--- src/hw/rtl/hpt_pkg.sv ---
// Shared types, widths and constants for the height PID throttle block.
`timescale 1ns / 1ps

package hpt_pkg;

    // Field and term widths
    localparam int HEIGHT_W   = 15;
    localparam int GAIN_W     = 20;
    localparam int BASE_W     = 16;
    localparam int ERR_W      = HEIGHT_W + 1;
    localparam int DERR_W     = ERR_W + 1;
    localparam int PTERM_W    = GAIN_W + 1 + ERR_W;
    localparam int DTERM_W    = GAIN_W + 1 + DERR_W;
    localparam int INTEG_W    = 48;
    localparam int SUM_W      = INTEG_W + 2;
    localparam int FRAC_BITS  = 12;
    localparam int PID_W      = 16;
    localparam int THR_W      = 16;
    localparam int CFG_ADDR_W = 3;
    localparam int CFG_DATA_W = GAIN_W;

    // Register reset values
    localparam logic [HEIGHT_W-1:0] TARGET_RST = HEIGHT_W'(6000);
    localparam logic [GAIN_W-1:0]   KP_RST     = GAIN_W'(1155);
    localparam logic [GAIN_W-1:0]   KI_RST     = '0;
    localparam logic [GAIN_W-1:0]   KD_RST     = '0;
    localparam logic [BASE_W-1:0]   BASE_RST   = BASE_W'(34700);

    // Apply test: VALID_BASE - pid < VALID_LIMIT, i.e. pid > VALID_BASE - VALID_LIMIT
    localparam int VALID_BASE  = 34700;
    localparam int VALID_LIMIT = 40000;
    localparam logic signed [PID_W-1:0] PID_FLOOR = PID_W'(VALID_BASE - VALID_LIMIT);

    // Register index map
    typedef enum logic [CFG_ADDR_W-1:0] {
        REG_TARGET = 3'd0,
        REG_KP     = 3'd1,
        REG_KI     = 3'd2,
        REG_KD     = 3'd3,
        REG_BASE   = 3'd4
    } cfg_reg_t;

    // Final output values of one request
    typedef struct packed {
        logic signed [PID_W-1:0] pid;
        logic [THR_W-1:0]        thr;
        logic                    apply;
    } result_t;

endpackage

--- src/hw/rtl/hpt_mix.sv ---
// Term sum, truncation toward zero and output saturation.
`timescale 1ns / 1ps

module hpt_mix
    import hpt_pkg::*;
(
    input  logic signed [PTERM_W-1:0] p_term,
    input  logic signed [INTEG_W-1:0] i_term,
    input  logic signed [DTERM_W-1:0] d_term,
    input  logic [BASE_W-1:0]         base,
    output result_t                   res
);

    localparam int QUO_W = SUM_W - FRAC_BITS;
    localparam int TSUM_W = PID_W + 2;

    logic signed [SUM_W-1:0]  sum;
    logic signed [QUO_W-1:0]  quo;
    logic                     round_up;
    logic signed [PID_W-1:0]  pid;
    logic signed [TSUM_W-1:0] thr_sum;

    // Q.12 sum of the three terms
    assign sum = SUM_W'(p_term) + SUM_W'(i_term) + SUM_W'(d_term);

    // Floor shift, then bump negatives with a fraction to truncate toward zero
    assign round_up = sum[SUM_W-1] && (|sum[FRAC_BITS-1:0]);
    assign quo = QUO_W'(sum >>> FRAC_BITS) + QUO_W'({1'b0, round_up});

    // Saturate to signed 16 bits
    always_comb
    begin
        if (quo > QUO_W'(32767))
        begin
            pid = 16'sh7FFF;
        end
        else if (quo < -QUO_W'(32768))
        begin
            pid = -16'sh8000;
        end
        else
        begin
            pid = PID_W'(quo);
        end
    end

    // Throttle = base + pid, clamped to 0..65535
    assign thr_sum = $signed({2'b00, base}) + TSUM_W'(pid);

    always_comb
    begin
        res.pid = pid;
        if (thr_sum[TSUM_W-1])
        begin
            res.thr = '0;
        end
        else if (thr_sum[TSUM_W-2])
        begin
            res.thr = '1;
        end
        else
        begin
            res.thr = thr_sum[THR_W-1:0];
        end
        res.apply = (pid > PID_FLOOR);
    end

endmodule

--- src/hw/rtl/height_pid_throttle.sv ---
// Top level of the height PID throttle controller.
`timescale 1ns / 1ps
//
// Usage:
//   s_* channel takes one height sample per request (s_tdata[14:0]).
//   m_* channel returns one result per sample: m_tdata[15:0] signed pid
//   output, m_tdata[31:16] throttle command, m_tuser apply flag.
//   cfg_* is a write-only register port (index 0..4, others ignored);
//   write it only while no sample is in flight.
// Timing:
//   Four register stages: input, products, integrator, result.
//   A sample passes through the input, product, integrator and result
//   registers in turn. One sample per cycle sustained while m_tready
//   holds high; the integrator update is a single saturating add per cycle.
// Reset:
//   rst_n clears the pipeline, the integrator and the previous error and
//   loads the register defaults (target 6000, kp 1155, ki 0, kd 0,
//   base 34700).
// Backpressure:
//   Each stage holds while the one after it is full and stalled; bubbles
//   collapse, so s_tready drops only when all four stages are occupied.

module height_pid_throttle
    import hpt_pkg::*;
(
    input  logic                  clk,
    input  logic                  rst_n,
    // Configuration writes
    input  logic                  cfg_wr_en,
    input  logic [CFG_ADDR_W-1:0] cfg_addr,
    input  logic [CFG_DATA_W-1:0] cfg_wdata,
    // Height sample stream
    input  logic                  s_tvalid,
    output logic                  s_tready,
    input  logic [15:0]           s_tdata,   // [14:0] measured_height, [15] zero
    // Result stream
    output logic                  m_tvalid,
    input  logic                  m_tready,
    output logic [31:0]           m_tdata,   // [15:0] pid_output, [31:16] throttle_command
    output logic                  m_tuser    // [0] throttle_valid
);

    // Configuration registers
    logic [HEIGHT_W-1:0] target_reg;
    logic [GAIN_W-1:0]   kp_reg;
    logic [GAIN_W-1:0]   ki_reg;
    logic [GAIN_W-1:0]   kd_reg;
    logic [BASE_W-1:0]   base_reg;

    // Pipeline control
    logic v0_reg, v1_reg, v2_reg, v3_reg;
    logic adv0, adv1, adv2, adv3;

    // Stage payloads and controller state
    logic [HEIGHT_W-1:0]        height_reg;
    logic signed [PTERM_W-1:0]  p1_reg, p2_reg;
    logic signed [PTERM_W-1:0]  i1_reg;
    logic signed [DTERM_W-1:0]  d1_reg, d2_reg;
    logic signed [ERR_W-1:0]    prev_err_reg;
    logic signed [INTEG_W-1:0]  integ_reg, integ_next;
    result_t                    res_reg;

    logic signed [ERR_W-1:0]    err;
    logic signed [DERR_W-1:0]   derr;
    logic signed [INTEG_W:0]    integ_wide;
    result_t                    res;

    // Register writes
    always_ff @(posedge clk or negedge rst_n)
    begin
        if (!rst_n)
        begin
            target_reg <= TARGET_RST;
            kp_reg     <= KP_RST;
            ki_reg     <= KI_RST;
            kd_reg     <= KD_RST;
            base_reg   <= BASE_RST;
        end
        else if (cfg_wr_en)
        begin
            unique case (cfg_addr)
                REG_TARGET: target_reg <= cfg_wdata[HEIGHT_W-1:0];
                REG_KP:     kp_reg     <= cfg_wdata;
                REG_KI:     ki_reg     <= cfg_wdata;
                REG_KD:     kd_reg     <= cfg_wdata;
                REG_BASE:   base_reg   <= cfg_wdata[BASE_W-1:0];
                default:    ;
            endcase
        end
    end

    // Stage advance: a stage moves when empty or when its successor moves
    assign adv3     = !v3_reg || m_tready;
    assign adv2     = !v2_reg || adv3;
    assign adv1     = !v1_reg || adv2;
    assign adv0     = !v0_reg || adv1;
    assign s_tready = adv0;

    always_ff @(posedge clk or negedge rst_n)
    begin
        if (!rst_n)
        begin
            v0_reg <= 1'b0;
            v1_reg <= 1'b0;
            v2_reg <= 1'b0;
            v3_reg <= 1'b0;
        end
        else
        begin
            if (adv0) v0_reg <= s_tvalid;
            if (adv1) v1_reg <= v0_reg;
            if (adv2) v2_reg <= v1_reg;
            if (adv3) v3_reg <= v2_reg;
        end
    end

    // Stage 0: capture sample
    always_ff @(posedge clk)
    begin
        if (adv0 && s_tvalid)
        begin
            height_reg <= s_tdata[HEIGHT_W-1:0];
        end
    end

    // Stage 1: error, derivative difference and the three products
    assign err  = $signed({1'b0, target_reg}) - $signed({1'b0, height_reg});
    assign derr = DERR_W'(err) - DERR_W'(prev_err_reg);

    always_ff @(posedge clk)
    begin
        if (adv1 && v0_reg)
        begin
            p1_reg <= PTERM_W'($signed({1'b0, kp_reg})) * PTERM_W'(err);
            i1_reg <= PTERM_W'($signed({1'b0, ki_reg})) * PTERM_W'(err);
            d1_reg <= DTERM_W'($signed({1'b0, kd_reg})) * DTERM_W'(derr);
        end
    end

    always_ff @(posedge clk or negedge rst_n)
    begin
        if (!rst_n)
        begin
            prev_err_reg <= '0;
        end
        else if (adv1 && v0_reg)
        begin
            prev_err_reg <= err;
        end
    end

    // Stage 2: saturating integrator
    assign integ_wide = (INTEG_W+1)'(integ_reg) + (INTEG_W+1)'(i1_reg);

    always_comb
    begin
        if (integ_wide[INTEG_W] != integ_wide[INTEG_W-1])
        begin
            integ_next = integ_wide[INTEG_W] ? {1'b1, {(INTEG_W-1){1'b0}}}
                                             : {1'b0, {(INTEG_W-1){1'b1}}};
        end
        else
        begin
            integ_next = integ_wide[INTEG_W-1:0];
        end
    end

    always_ff @(posedge clk or negedge rst_n)
    begin
        if (!rst_n)
        begin
            integ_reg <= '0;
        end
        else if (adv2 && v1_reg)
        begin
            integ_reg <= integ_next;
        end
    end

    always_ff @(posedge clk)
    begin
        if (adv2 && v1_reg)
        begin
            p2_reg <= p1_reg;
            d2_reg <= d1_reg;
        end
    end

    // Stage 3: sum, scale and saturate into the result register
    hpt_mix u_mix (
        .p_term (p2_reg),
        .i_term (integ_reg),
        .d_term (d2_reg),
        .base   (base_reg),
        .res    (res)
    );

    always_ff @(posedge clk)
    begin
        if (adv3 && v2_reg)
        begin
            res_reg <= res;
        end
    end

    assign m_tvalid = v3_reg;
    assign m_tdata  = {res_reg.thr, res_reg.pid};
    assign m_tuser  = res_reg.apply;

endmodule
--- config.mk ---
export PLATFORM = sky130hd
export DESIGN_NAME = height_pid_throttle
export DESIGN_NICKNAME = d
export VERILOG_FILES = /design/src/hw/rtl/hpt_pkg.sv /design/src/hw/rtl/hpt_mix.sv /design/src/hw/rtl/height_pid_throttle.sv
export SDC_FILE = /design/constraint.sdc
export NUM_CORES = 2
export LEC_CHECK = 0
export ABC_CLOCK_PERIOD_IN_PS = 12200
export BUFFER_PORTS_ARGS = -buffer_cell sky130_fd_sc_hd__clkbuf_2
export CORE_MARGIN = 2
export CORE_UTILIZATION = 29
export DETAILED_ROUTE_END_ITERATION = 7
export HOLD_SLACK_MARGIN = 0.06
export PLACE_DENSITY = 0.46
export SYNTH_ARGS = -nofsm -noshare
export SYNTH_HDL_FRONTEND = slang
export SYNTH_SLANG_ARGS = --single-unit
--- constraint.sdc ---
create_clock -name clk -period 12.2 [get_ports clk]
set_input_delay 0.61 -clock clk [delete_from_list [all_inputs] [get_ports clk]]
set_output_delay 0.61 -clock clk [all_outputs]
set_load 0.005 [all_outputs]
==> run_results.csv <==
group,metric,value,unit
status,status,"complete, no violations",
grt,grt_pass1_wl,250,mm
yosys,synth.area.mux_share,2.33,%
yosys,ys.flop_type,"edfxtp_1",
grt,track_usage,16.7,%
layout,largest_reg_flops,48,
min_path,hp-class,"in2reg",
cts,htreeDepth,2,
timing,tns,0,ns
setup_path,crit_arrival,11.63,ns
layout,area_delta_synth_final,9.44,%
setup_path,r2r_end,"d1_reg[37]",
detailed_routing,vias,39298,
setup_path,rrSetupSlack,0.95,ns
timing,slew_headroom,27.7,%
yosys,netlist_top_cells_count,"inv_1 (1052), fa_1 (822), nand2_1 (730)",
detailed_routing,drcViolationCount,0,
yosys,yosys.area_share.xor_xnor,3.49,%
setup_path,critPathMaxFanout,3,
die,dieArea,0.194,mm²
detailed_routing,wl_per_cell,19.1,µm
setup_path,cp.required,12.57,ns
timing,setup_viol,0,
cts,numCtsBuffers,49,
yosys,synth_most_common_cell,"inv_1",
layout,nets,7206,
yosys,synth_top_cell_by_area,"fa_1",
timing,timing.fmax,88.9,MHz
yosys,yosysTopAreaCellShare,29.8,%
die,ios,79,
timing,skew,0.0236,ns
cts,root_buffer,"clkbuf_16",
place,globalplace.congestion,0.840,
detailed_routing,wl,159,mm
setup_path,end_kind,"flip-flop",
run,cap_viol_max_count,0,
yosys,synth_compound_area_share,8.31,%
detailed_routing,ant_nets,0,
die,fp-row-count,160,
cts,numClockSinks,394,
yosys,synthAdderAreaFrac,42.0,%
yosys,syn_area,0.0553,mm²
yosys,ys_top_cells_by_area,"fa_1 (30%), edfxtp_1 (13%), ha_1 (12%)",
setup_path,reg2reg_from,"target_reg[2]",
cts,tritoncts,"yes",
setup_path,crit_path_top_delay_cell,"fa_1",
yosys,async_flop_share,40.4,%
detailed_routing,viasPerCell,4.70,
yosys,synth_edf_count,235,
yosys,synth_nets,7224,
grt,grt_pass1_vias,41628,
timing,worst_pin_slew,1.08,ns
setup_path,crit_path_end,"d1_reg[37]",
timing,rsz0062_at_grt,"no",
setup_path,crit_path_start_kind,"flip-flop",
yosys,synth_top_family_by_area,"adder cells",
cts,clkLatencyLatePin,0.64,ns
die,coreArea,0.190,mm²
die,die_w,441,µm
layout,drive_above_1_share,8.51,%
yosys,avgSynthCellArea,9.50,µm²
yosys,ys_ff_latch,394,
grt,grt-ovfl-total,0,
detailed_routing,drtIter0Drc,1940,
cts,clk_pin_slew_worst_paths,0.06,ns
cts,cts_buffer_depth,3,
grt,antenna_found_initial,23,
yosys,ys_warn_count,0,
die,start_util,29.1,%
setup_path,critPathMaxStageDelay,0.52,ns
timing,slew_viol_final,0,
yosys,synth-simple-area-share,15.1,%
detailed_routing,detail_route.first_pass.iterations,5,
setup_path,path_common_cell,"o21ai_0",
timing,min_period,11.25,ns
setup_path,r2r_cells,43,
yosys,synth_cell_types,98,
setup_path,crit_start,"target_reg[2]",
setup_path,setup.worst_path.class,"reg2reg",
yosys,synth_cells,5818,
place,dp_hpwl,126,mm
timing,fin_crit_sh,92.3,%
place,portBuffers,77,
grt,grt_max_degree,79,
die,die_h,441,µm
yosys,yosysSeqAreaShare,20.0,%
timing,hold_viol_final,0,
## kinds of logic (layout without fill, tap and decap cells)
family	Yosys count	in the layout
other	0	2
flip-flops	394	394
buffers and inverters	1292	1315
XOR/XNOR	217	217
multiplexers	116	116
adder cells (fa/ha/maj)	1362	1362
AO/OA/AOI/OAI	725	725
AND/OR/NAND/NOR	1712	1712
## layout make-up
class	count	area, µm²
clock inverters	34	340
flip-flops and latches	394	11100
diodes	2	5.00
repair buffers	170	1110
fillers	19787	129000
well taps	2511	3140
clock buffers	58	1290
inverters	1053	3960
multi-input cells	4132	39600
## worst max-delay path: cells and delay by family (launching register included)
kind	cells	cell delay (ns)
buffers and inverters	4	0.23
DFF	1	0.38
xor gates and xnor gates	1	0.13
adders and majority gates	9	3.96
muxes	1	0.12
AOI/OAI and AO/OA	20	4.99
and+or+nand+nor	8	1.21
## per-layer routing
metal / share of wire (%) / vias up / routed length (µm) / GRT usage [%]
li1: - / 18424 / - / -
met1: 48 / 19989 / 77100 / 24.1
met2: 45 / 734 / 71900 / 26.9
met3: 3.9 / 151 / 6140 / 1.54
met4: 2.6 / 0 / 4210 / 4.21
met5: 0 / - / 0 / 0
## how the worst min path moves through the flow
stage / slack (ns) / endpoint / cells after the start / startpoint
finish: 0.15 / height_reg[14] / 1 / s_tdata[14]
global route: 0.13 / height_reg[8] / 1 / s_tdata[8]
CTS: 0.10 / height_reg[12] / 1 / s_tdata[12]
detailed placement: 0.41 / d2_reg[10] / 0 / d1_reg[10]
global placement: 0.40 / d2_reg[5] / 0 / d1_reg[5]
floorplan: 0.31 / base_reg[0] / 0 / rst_n
## timing repair
action / in CTS / in global routing
setup endpoints to repair: 0 / 26
hold buffers: 1 / 0
buffers inserted: 0 / 1
hold endpoints to repair: 37 / 0
resized for setup: 0 / 11
## stage by stage
| stage | hold slack (ns) | std cells | setup slack [ns] | cell area, µm² | util (%) |
|---|---|---|---|---|---|
| finish | 0.151 | 8354 | 0.945 | 60500 | 31.9 |
| global route | 0.128 | 8352 | 0.0102 | 60500 | 31.9 |
| CTS | 0.103 | 8351 | 0.286 | 60400 | 31.8 |
| detailed placement | 0.405 | 8258 | 0.267 | 58800 | 31.0 |
| global placement | 0.404 | 8258 | 0.491 | 58800 | 31.0 |
| floorplan | 0.314 | 5818 | 2.06 | 55300 | - |
## layout by cell type, fill, tap and decap left out, drive strengths merged, types with 10 or more instances in the layout
master,n
a211oi,27
a21boi,26
a21o,77
a21oi,219
a31oi,20
and2,319
and3,30
buf,92
clkbuf,135
clkinv,17
dfrtp,141
dfstp,18
edfxtp,235
fa,822
ha,540
inv,1059
mux2,101
mux2i,15
nand2,730
nand2b,54
nand3,61
nand3b,10
nand4,29
nor2,208
nor2b,86
nor3,59
nor4,12
o211ai,14
o21a,30
o21ai,192
o21bai,25
o31ai,12
or2,62
or3,21
xnor2,157
xor2,60
Power is left out: the tool's default activity adds up to more than one toggle a clock period on the data nets, which glitch-free logic cannot reach.
